[config.mk]
export PLATFORM = sky130hd
export DESIGN_NAME = sensor_frame_deframer
export DESIGN_NICKNAME = d
export VERILOG_FILES = /design/src/sfd_pkg.sv /design/src/sensor_frame_deframer.sv
export SDC_FILE = /design/constraint.sdc
export NUM_CORES = 1
export LEC_CHECK = 0
export BUFFER_PORTS_ARGS = -buffer_cell sky130_fd_sc_hd__buf_4
export CORE_MARGIN = 2
export CORE_UTILIZATION = 45
export CTS_BUF_LIST = sky130_fd_sc_hd__clkbuf_8
export DETAILED_ROUTE_END_ITERATION = 8
export HOLD_SLACK_MARGIN = 0.1
export PLACE_DENSITY = 0.66
export SETUP_SLACK_MARGIN = 0.2
export SLEW_MARGIN = 20
export SYNTH_ARGS = -nofsm -noshare
export SYNTH_HDL_FRONTEND = slang
export SYNTH_SLANG_ARGS = --single-unit
[constraint.sdc]
create_clock -name clk -period 6.6 [get_ports clk]
set_clock_uncertainty 0.15 [all_clocks]
set_input_delay 0.33 -clock clk [delete_from_list [all_inputs] [get_ports clk]]
set_output_delay 0.33 -clock clk [all_outputs]
set_load 0.05 [all_outputs]
[src/sfd_pkg.sv]
// Package with the shared constants and types of the sensor frame deframer.
`default_nettype none

package sfd_pkg;

    localparam int BYTE_W  = 8;
    localparam int SIZE_W  = 16;
    localparam int STAMP_W = 32;
    localparam int KIND_W  = 2;
    localparam int CFG_W   = 16;
    localparam int CFG_IDX_W = 2;
    localparam int PHASE_W = 3;
    localparam int FIDX_W  = 2;

    typedef logic [BYTE_W-1:0]    byte_t;
    typedef logic [SIZE_W-1:0]    size_t;
    typedef logic [STAMP_W-1:0]   stamp_t;
    typedef logic [KIND_W-1:0]    kind_t;
    typedef logic [CFG_W-1:0]     cfg_data_t;
    typedef logic [CFG_IDX_W-1:0] cfg_idx_t;
    typedef logic [PHASE_W-1:0]   phase_t;
    typedef logic [FIDX_W-1:0]    fidx_t;

    localparam kind_t KIND_HEADER   = 2'd0;
    localparam kind_t KIND_PAYLOAD  = 2'd1;
    localparam kind_t KIND_BAD_TYPE = 2'd2;
    localparam kind_t KIND_OVERSIZE = 2'd3;

    localparam cfg_idx_t REG_START_CODE      = 2'd0;
    localparam cfg_idx_t REG_RAW_TYPE        = 2'd1;
    localparam cfg_idx_t REG_COMPRESSED_TYPE = 2'd2;
    localparam cfg_idx_t REG_SIZE_LIMIT      = 2'd3;

    localparam byte_t RST_START_CODE      = 8'd170;
    localparam byte_t RST_RAW_TYPE        = 8'd1;
    localparam byte_t RST_COMPRESSED_TYPE = 8'd2;
    localparam size_t RST_SIZE_LIMIT      = 16'd2048;

    localparam phase_t PH_HUNT    = 3'd0;
    localparam phase_t PH_TYPE    = 3'd1;
    localparam phase_t PH_BEACON  = 3'd2;
    localparam phase_t PH_SENSOR  = 3'd3;
    localparam phase_t PH_SIZE    = 3'd4;
    localparam phase_t PH_STAMP   = 3'd5;
    localparam phase_t PH_PAYLOAD = 3'd6;

    localparam fidx_t FIDX_LAST_STAMP = 2'd3;

endpackage

`default_nettype wire

[src/sensor_frame_deframer.sv]
// Top level of the sensor frame deframer: byte parser with input and result registers.
//
// The block takes one received byte per input transaction on rx_byte (in_valid/in_stall)
// and hunts for the start byte, then reads type, beacon id, sensor id, a little-endian
// 16-bit size and a little-endian 32-bit timestamp. It reports a header, each payload
// byte (frame_end on the last one, or on the header of a frame without payload), a bad
// type or an oversize frame as one result transaction on out_valid/out_stall. Bytes that
// complete no result give nothing. A byte is held in an input register, and its result
// is then written to the result register, from which it can be taken. One byte is
// accepted every cycle while the receiver does not stall; the parser state is updated
// in a single pass from the input register, so the rate is set by that one update.
// While the receiver stalls, the result stays in the result register, one more byte
// waits in the input register, and in_stall rises until the result is taken.
// Reset clears all transactions in flight, returns the parser to the hunt and loads
// the register defaults. The configuration registers are written through cfg_write,
// cfg_index and cfg_data and should only be changed while the block is idle.
`default_nettype none

module sensor_frame_deframer (
    input  wire logic             clk,
    input  wire logic             rst_n,
    input  wire logic             cfg_write,
    input  wire sfd_pkg::cfg_idx_t cfg_index,
    input  wire sfd_pkg::cfg_data_t cfg_data,
    input  wire logic             in_valid,
    output logic                  in_stall,
    input  wire sfd_pkg::byte_t   rx_byte,
    output logic                  out_valid,
    input  wire logic             out_stall,
    output sfd_pkg::kind_t        result_kind,
    output sfd_pkg::byte_t        frame_type,
    output sfd_pkg::byte_t        beacon,
    output sfd_pkg::byte_t        sensor,
    output sfd_pkg::size_t        payload_size,
    output sfd_pkg::stamp_t       stamp,
    output sfd_pkg::byte_t        payload_byte,
    output logic                  frame_end
);
    import sfd_pkg::*;

    byte_t  start_code_reg;
    byte_t  raw_type_reg;
    byte_t  comp_type_reg;
    size_t  size_limit_reg;

    logic   byte_valid_reg;
    byte_t  byte_reg;

    phase_t phase_reg, phase_next;
    fidx_t  fidx_reg, fidx_next;
    byte_t  type_reg, type_next;
    byte_t  beacon_reg, beacon_next;
    byte_t  sensor_reg, sensor_next;
    size_t  size_reg, size_next;
    stamp_t stamp_reg, stamp_next;
    size_t  remain_reg, remain_next;

    logic   out_valid_reg;
    kind_t  kind_reg, kind_next;
    byte_t  otype_reg, otype_next;
    byte_t  obeacon_reg, obeacon_next;
    byte_t  osensor_reg, osensor_next;
    size_t  osize_reg, osize_next;
    stamp_t ostamp_reg, ostamp_next;
    byte_t  obyte_reg, obyte_next;
    logic   oend_reg, oend_next;
    logic   emit;

    logic   advance;
    logic   step;
    size_t  full_size;
    stamp_t full_stamp;

    assign advance  = !out_valid_reg || !out_stall;
    assign step     = byte_valid_reg && advance;
    assign in_stall = byte_valid_reg && !advance;

    assign full_size = {byte_reg, size_reg[BYTE_W-1:0]};

    always_comb
    begin
        case (fidx_reg)
            2'd0:    full_stamp = {24'd0, byte_reg};
            2'd1:    full_stamp = stamp_reg | {16'd0, byte_reg, 8'd0};
            2'd2:    full_stamp = stamp_reg | {8'd0, byte_reg, 16'd0};
            default: full_stamp = stamp_reg | {byte_reg, 24'd0};
        endcase
    end

    always_comb
    begin
        phase_next   = phase_reg;
        fidx_next    = fidx_reg;
        type_next    = type_reg;
        beacon_next  = beacon_reg;
        sensor_next  = sensor_reg;
        size_next    = size_reg;
        stamp_next   = stamp_reg;
        remain_next  = remain_reg;
        emit         = 1'b0;
        kind_next    = KIND_HEADER;
        otype_next   = type_reg;
        obeacon_next = beacon_reg;
        osensor_next = sensor_reg;
        osize_next   = size_reg;
        ostamp_next  = stamp_reg;
        obyte_next   = '0;
        oend_next    = 1'b0;
        case (phase_reg)
            PH_TYPE:
            begin
                if (byte_reg != raw_type_reg && byte_reg != comp_type_reg)
                begin
                    phase_next   = PH_HUNT;
                    emit         = 1'b1;
                    kind_next    = KIND_BAD_TYPE;
                    otype_next   = byte_reg;
                    obeacon_next = '0;
                    osensor_next = '0;
                    osize_next   = '0;
                    ostamp_next  = '0;
                end
                else
                begin
                    type_next  = byte_reg;
                    phase_next = PH_BEACON;
                end
            end
            PH_BEACON:
            begin
                beacon_next = byte_reg;
                phase_next  = PH_SENSOR;
            end
            PH_SENSOR:
            begin
                sensor_next = byte_reg;
                phase_next  = PH_SIZE;
                fidx_next   = '0;
            end
            PH_SIZE:
            begin
                if (fidx_reg == 2'd0)
                begin
                    size_next = {8'd0, byte_reg};
                    fidx_next = 2'd1;
                end
                else
                begin
                    size_next = full_size;
                    fidx_next = '0;
                    if (full_size > size_limit_reg)
                    begin
                        phase_next  = PH_HUNT;
                        emit        = 1'b1;
                        kind_next   = KIND_OVERSIZE;
                        osize_next  = full_size;
                        ostamp_next = '0;
                    end
                    else
                    begin
                        phase_next = PH_STAMP;
                    end
                end
            end
            PH_STAMP:
            begin
                stamp_next = full_stamp;
                if (fidx_reg != FIDX_LAST_STAMP)
                begin
                    fidx_next = fidx_reg + 2'd1;
                end
                else
                begin
                    fidx_next   = '0;
                    emit        = 1'b1;
                    kind_next   = KIND_HEADER;
                    ostamp_next = full_stamp;
                    remain_next = size_reg;
                    if (size_reg == '0)
                    begin
                        phase_next = PH_HUNT;
                        oend_next  = 1'b1;
                    end
                    else
                    begin
                        phase_next = PH_PAYLOAD;
                    end
                end
            end
            PH_PAYLOAD:
            begin
                emit       = 1'b1;
                kind_next  = KIND_PAYLOAD;
                obyte_next = byte_reg;
                if (remain_reg <= 16'd1)
                begin
                    oend_next   = 1'b1;
                    remain_next = '0;
                    phase_next  = PH_HUNT;
                end
                else
                begin
                    remain_next = remain_reg - 16'd1;
                end
            end
            default:
            begin
                if (byte_reg == start_code_reg)
                begin
                    phase_next = PH_TYPE;
                    fidx_next  = '0;
                end
                else
                begin
                    phase_next = PH_HUNT;
                end
            end
        endcase
    end

    always_ff @(posedge clk or negedge rst_n)
    begin
        if (!rst_n)
        begin
            start_code_reg <= RST_START_CODE;
            raw_type_reg   <= RST_RAW_TYPE;
            comp_type_reg  <= RST_COMPRESSED_TYPE;
            size_limit_reg <= RST_SIZE_LIMIT;
        end
        else if (cfg_write)
        begin
            case (cfg_index)
                REG_START_CODE:      start_code_reg <= cfg_data[BYTE_W-1:0];
                REG_RAW_TYPE:        raw_type_reg   <= cfg_data[BYTE_W-1:0];
                REG_COMPRESSED_TYPE: comp_type_reg  <= cfg_data[BYTE_W-1:0];
                REG_SIZE_LIMIT:      size_limit_reg <= cfg_data[SIZE_W-1:0];
                default:             size_limit_reg <= size_limit_reg;
            endcase
        end
    end

    always_ff @(posedge clk or negedge rst_n)
    begin
        if (!rst_n)
        begin
            byte_valid_reg <= 1'b0;
        end
        else if (!in_stall)
        begin
            byte_valid_reg <= in_valid;
        end
    end

    always_ff @(posedge clk)
    begin
        if (in_valid && !in_stall)
        begin
            byte_reg <= rx_byte;
        end
    end

    always_ff @(posedge clk or negedge rst_n)
    begin
        if (!rst_n)
        begin
            phase_reg  <= PH_HUNT;
            fidx_reg   <= '0;
            type_reg   <= '0;
            beacon_reg <= '0;
            sensor_reg <= '0;
            size_reg   <= '0;
            stamp_reg  <= '0;
            remain_reg <= '0;
        end
        else if (step)
        begin
            phase_reg  <= phase_next;
            fidx_reg   <= fidx_next;
            type_reg   <= type_next;
            beacon_reg <= beacon_next;
            sensor_reg <= sensor_next;
            size_reg   <= size_next;
            stamp_reg  <= stamp_next;
            remain_reg <= remain_next;
        end
    end

    always_ff @(posedge clk or negedge rst_n)
    begin
        if (!rst_n)
        begin
            out_valid_reg <= 1'b0;
        end
        else if (advance)
        begin
            out_valid_reg <= step && emit;
        end
    end

    always_ff @(posedge clk)
    begin
        if (step && emit)
        begin
            kind_reg    <= kind_next;
            otype_reg   <= otype_next;
            obeacon_reg <= obeacon_next;
            osensor_reg <= osensor_next;
            osize_reg   <= osize_next;
            ostamp_reg  <= ostamp_next;
            obyte_reg   <= obyte_next;
            oend_reg    <= oend_next;
        end
    end

    assign out_valid    = out_valid_reg;
    assign result_kind  = kind_reg;
    assign frame_type   = otype_reg;
    assign beacon       = obeacon_reg;
    assign sensor       = osensor_reg;
    assign payload_size = osize_reg;
    assign stamp        = ostamp_reg;
    assign payload_byte = obyte_reg;
    assign frame_end    = oend_reg;

endmodule

`default_nettype wire

# --- Yosys cells after proc, flatten, opt, wreduce, memory -nomap -nowiden ---
# Cells that the tools add are included.
totals:
  ff_bits: 226
  inputBits: 31
  out_inout_bits: 85
  elab_cells: 125
op_classes:
  addsub: 2
  magnitude_cmp: 2
  eq_ne: 18
  n_mux: 45
  bitwise: 5
  n_reduce_logical: 29
op_table:
  columns: ["op", "n"]
  rows:
  - ["$pmux 32 s3", 2]
  - ["$mux 32", 4]
  - ["$mux 16", 6]
  - ["$pmux 16 s2", 2]
  - ["$mux 8", 6]
  - ["$or 32x16->32", 1]
  - ["$or 32x24->32", 1]
  - ["$or 32x32->32", 1]
  - ["$pmux 3 s6", 1]
  - ["$gt 16x16->1", 1]
  - ["$le 16x1->1 const B", 1]
  - ["$logic_not 16->1", 1]
  - ["$ne 8x8->1", 2]
  - ["$reduce_and 2->1", 8]
  - ["$sub 16x1->16 const B", 1]
  - ["$mux 3", 5]
  - ["$mux 2", 6]
  - ["$reduce_and 3->1", 4]
  - ["$eq 3x3->1 const B", 3]
  - ["$mux 1", 9]
  - ["$eq 8x8->1", 1]
  - ["$ne 2x2->1 const B", 4]
  - ["$pmux 2 s4", 1]
  - ["$eq 2x2->1 const B", 3]
  - ["16 further kinds", 27]

# --- Depth between registers and ports, before layout ---
depth:
  word_depth: 6
  mapped_depth: 8
  ltp_nobuf: 7

# --- Worst setup path after synthesis ---
# OpenSTA, ideal clock, no wires.
synth_path:
  path_kind: "register to register"
  from: "reg byte_reg[7]"
  to: "reg obeacon_reg[0], in the netlist beacon[0] (enable)"
  arrival_ns: 4.104
  slack_ns: 1.889
  path_stages_with_launch: 7
  path_buffers: 0
  period_less_slack_ns: 4.711
  cell_sequence: "edfxtp_1 -> ha_1 -> nand4_1 -> nor4_1 -> a21bo_2 -> a31oi_1 -> o41a_1"
synth_between:
  elab_chain_cells: 5
  word_cells_on_any_way: 9
  classes_between: "order compare (1); eq/ne (2); mux (4); reduce/logical (2)"
synth_rtl:
  columns: ["element", "line", "rtl"]
  rows:
  - ["start, declared", "sensor_frame_deframer.sv:47", "byte_t byte_reg;"]
  - ["start signal, assigned", "sensor_frame_deframer.sv:258", "byte_reg <= rx_byte;"]
  - ["$gt 16x16->1 / $ne 8x8->1 (equally long branches)", "sensor_frame_deframer.sv:151, sensor_frame_deframer.sv:112", null]
  - ["$mux 1 / $logic_and 1x1->1 (equally long branches)", "sensor_frame_deframer.sv:151, sensor_frame_deframer.sv:112", null]
  - ["$mux 1, on equally long branches", "sensor_frame_deframer.sv:142, sensor_frame_deframer.sv:112", null]
  - ["$pmux 1 s4 *", "sensor_frame_deframer.sv:109", "case (phase_reg)"]
  - ["$logic_and 1x1->1 *", "sensor_frame_deframer.sv:302", "if (step && emit)"]
  - ["end signal, assigned", "sensor_frame_deframer.sv:306", "obeacon_reg <= obeacon_next;"]
  - ["end, declared", "sensor_frame_deframer.sv:61", "byte_t obeacon_reg, obeacon_next;"]
# Every way passes the cells marked *; elsewhere a longest branch is shown, timed or not.
# A chain may end at the register's enable or synchronous reset.

# --- Final worst setup path ---
layout_path:
  from: "reg byte_reg[7]"
  to: "reg osize_reg[7], in the netlist payload_size[7] (enable)"
layout_between:
  elab_chain_cells: 5
  word_cells_on_any_way: 9
  classes_between: "order compare (1); eq/ne (2); mux (4); reduce/logical (2)"
layout_rtl:
  columns: ["element", "line", "rtl"]
  rows:
  - ["$gt 16x16->1 / $ne 8x8->1 (equally long branches)", "sensor_frame_deframer.sv:151, sensor_frame_deframer.sv:112", null]
  - ["$mux 1 / $logic_and 1x1->1 (equally long branches)", "sensor_frame_deframer.sv:151, sensor_frame_deframer.sv:112", null]
  - ["$mux 1, on equally long branches", "sensor_frame_deframer.sv:142, sensor_frame_deframer.sv:112", null]
  - ["$pmux 1 s4 *", "sensor_frame_deframer.sv:109", null]
  - ["$logic_and 1x1->1 *", "sensor_frame_deframer.sv:302", null]
  - ["end signal, assigned", "sensor_frame_deframer.sv:308", "osize_reg <= osize_next;"]
  - ["end, declared", "sensor_frame_deframer.sv:63", "size_t osize_reg, osize_next;"]
# Marks and branches as above.

==> results.json <==
{
  "async_flop_share_pct": 59.7,
  "grt_usage_pct": 19.8,
  "rsz0062_at_grt": "no",
  "grt_overflow": 0,
  "via_count": 6859,
  "ys_ff_latch": 226,
  "antenna_found_initial": 0,
  "finalPower_mw": 4.75,
  "rr_worst_depth": 8,
  "syn_nets": 857,
  "drt_iter0_drc": 421,
  "post_drt_wl_per_cell_um": 18.7,
  "vias_per_cell": 5.44,
  "critPathMaxFanout": 54,
  "cts_buffer_depth": 3,
  "synthesis.area_um2": 10100,
  "firstDrtPassIters": 5,
  "worst_slew_pin_slew_ns": 1.04,
  "tns_ns": 0,
  "grt_max_degree": 81,
  "drive_gt1_share_pct": 27.3,
  "fp.dieH_um": 154,
  "p_seq_share_pct": 45.8,
  "synth-edff-count": 91,
  "clk_latency_ns": 0.53,
  "ir_drop_mv": 0.170,
  "path_clk_slew_ns": 0.06,
  "synth.distinct_cells": 63,
  "fin_crit_sh_pct": 70.7,
  "antenna_left": 0,
  "final_hold_viol_count": 0,
  "row_count": 54,
  "hp-class": "in -> reg",
  "port-buffer-count": 115,
  "worst_ep_arrival_time_ns": 4.66,
  "numClockSinks": 226,
  "ios": 116,
  "fin_area_um2": 12200,
  "core_um2": 21900,
  "maxSlewViolCount": 0,
  "fmax_mhz": 214,
  "crit_path_end_kind": "register",
  "switching_share_pct": 35.2,
  "cts_root_buffer": "clkbuf_8",
  "hpwl_mm": 15.7,
  "drc": 0,
  "area_delta_synth_final_pct": 21.3,
  "synth_flop_cell": "dfrtp_1",
  "slew_headroom_pct": 30.3,
  "nets": 1003,
  "fp.dieW_um": 154,
  "total_leakage_power_nw": 5.32,
  "multiInputGateArea_um2": 3680,
  "crit_type": "reg -> reg",
  "numCtsBuffers": 38,
  "power_density_nw_per_um2": 388,
  "first_global_vias": 6876,
  "syn_inst": 804,
  "n_antenna_cell": 0,
  "cts_max_level": 2,
  "internal_power_mw": 3.08,
  "ff_latch_area_um2": 6120,
  "tritoncts": "built",
  "gp_congestion": 0.873,
  "routed_wl_mm": 23.5,
  "synth_warnings": 0,
  "largest_register_ffs": 64,
  "whs_path_depth": 3,
  "start_util_pct": 46.1,
  "die_area_um2": 23600,
  "cp.required_ns": 6.60,
  "period_minus_slack_ns": 4.66,
  "setup_viol": 0,
  "start_kind": "register",
  "nFillCells": 1906,
  "maxCapViolations": 0,
  "outcome": "finished, final reports clean",
  "combPwrFrac_pct": 29.4,
  "ys_seq_area_share_pct": 60.7,
  "syn_area_per_cell_um2": 12.5,
  "place_area_um2": 11200,
  "grt_pass1_wl_mm": 37.2,
  "switching_power_mw": 1.67,
  "clock_power_share_pct": 24.8
}
layout make-up:
cell class                 count  area share [%]
clock buffer                  45            5.06
clock inverter                25           0.910
multi-input combinational    496            30.1
tap                          280            2.86
timing repair buffer         151            9.90
inverter                      37            1.14
sequential                   226            50.0
synth_stat cells (2+ instances only):
library cell,count,area (um2)
or2_2,4,25.0
and3_1,3,18.8
xor2_1,8,70.1
a22o_1,12,105
o21ai_0,43,215
ha_1,22,275
or3_1,6,37.5
clkbuf_1,41,154
mux2i_1,9,90.1
nor2b_1,27,169
o22ai_1,11,68.8
and2_1,7,43.8
a21o_1,4,30.0
a21oi_1,37,185
or4_1,4,30.0
a32oi_1,8,70.1
dfrtp_1,128,3200
o21ai_1,2,10.0
and4_1,2,17.5
nand2b_1,3,18.8
inv_1,37,139
nor2_1,45,169
nand2_1,37,139
or3b_1,2,17.5
buf_2,2,10.0
nand3b_1,6,45.0
nand4_1,9,56.3
edfxtp_1,91,2730
o2bb2ai_1,4,35.0
nor3_1,9,45.0
dfstp_2,7,184
a221oi_1,2,17.5
a21bo_2,2,20.0
nor3b_1,28,210
o31ai_1,8,60.1
xnor2_1,16,140
mux2_4,16,240
a31oi_1,5,31.3
mux2_2,55,619
nand3_1,7,35.0
nor4_1,11,68.8
o211ai_1,3,22.5
logic make-up (layout without fill, tap and decap cells):
family	Yosys count	in the layout	synth area share [%]
AND/OR/NAND/NOR	214	214	11.9
AO/OA/AOI/OAI	156	156	10.0
buffers and inverters	82	258	3.19
multiplexers	80	80	9.42
XOR/XNOR	24	24	2.08
adder cells (fa/ha/maj)	22	22	2.73
flip-flops	226	226	60.7
what timing repair did:
action	4_1_cts	5_1_grt
endpoints found under the hold margin	122	0
setup buffers	0	0
hold buffers	28	0
gates resized for setup	0	0
final timing paths:
kind | startpoint | endpoint | slack [ns]
worst max-delay path | byte_reg[7] | payload_size[7] | 1.94
worst min-delay path | cfg_index[1] | start_code_reg[0] | 0.12
worst max register to register | byte_reg[7] | payload_size[7] | 1.94
worst min register to register | beacon_reg[3] | beacon_reg[3] | 0.32
max in group asynchronous | rst_n | beacon_reg[7] | 4.82
min in group asynchronous | rst_n | raw_type_reg[1] | 0.26
power groups by stage:
stage	Clock (mW)	Sequential, mW	Combinational, mW
CTS	1.21	2.17	1.40
finish	1.18	2.18	1.40
global placement	0	2.18	1.36
detailed placement	0	2.19	1.38
global route	1.27	2.22	1.55
floorplan	0	2.28	0.868
worst max-delay path: stages, from the launching register on:
cell and delay [ns]:
edfxtp_1 0.67, ha_1 0.45, nand4_1 0.19, nor4_1 0.46
a21bo_2 0.30, a31oi_4 0.14, buf_4 0.45, o41a_2 0.70
buf_4 0.67
metal layers:
layer / vias to the layer above / global-route usage [%] / share of wire (%) / wire, um
met3: 44 / 4.48 / 6.2 / 1460
li1: 3242 / - / - / -
met5: - / 0 / 0 / 0
met1: 3339 / 28.0 / 45 / 10600
met4: 0 / 6.07 / 2.3 / 529
met2: 234 / 30.6 / 46 / 10900
stage by stage:
stage | util, % | hold slack, ns | instances | setup WS (ns)
after floorplan | - | -0.116 | 804 | 1.89
final | 55.9 | 0.116 | 1260 | 1.94
after detailed placement | 51.2 | 0.316 | 1161 | 1.94
after global placement | 51.1 | 0.304 | 1161 | 2.06
after global routing | 55.9 | 0.114 | 1260 | 1.59
after CTS | 55.8 | 0.164 | 1259 | 1.95
cell usage in the layout, fill, tap and decap left out, drive strengths merged, types with 8 or more instances in the layout:
| cell type | count |
|---|---|
| dfrtp | 128 |
| buf | 123 |
| edfxtp | 91 |
| mux2 | 71 |
| inv | 50 |
| clkbuf | 45 |
| nor2 | 45 |
| o21ai | 45 |
| nand2 | 37 |
| a21oi | 37 |
| nor3b | 29 |
| dlygate4sd3 | 28 |
| nor2b | 27 |
| ha | 22 |
| xnor2 | 16 |
| a22o | 12 |
| nor4 | 11 |
| o22ai | 11 |
| clkinv | 10 |
| nand4 | 9 |
| mux2i | 9 |
| nor3 | 9 |
| xor2 | 8 |
| o31ai | 8 |
| a32oi | 8 |
No activity file was read; power rests on OpenSTA's default activity.
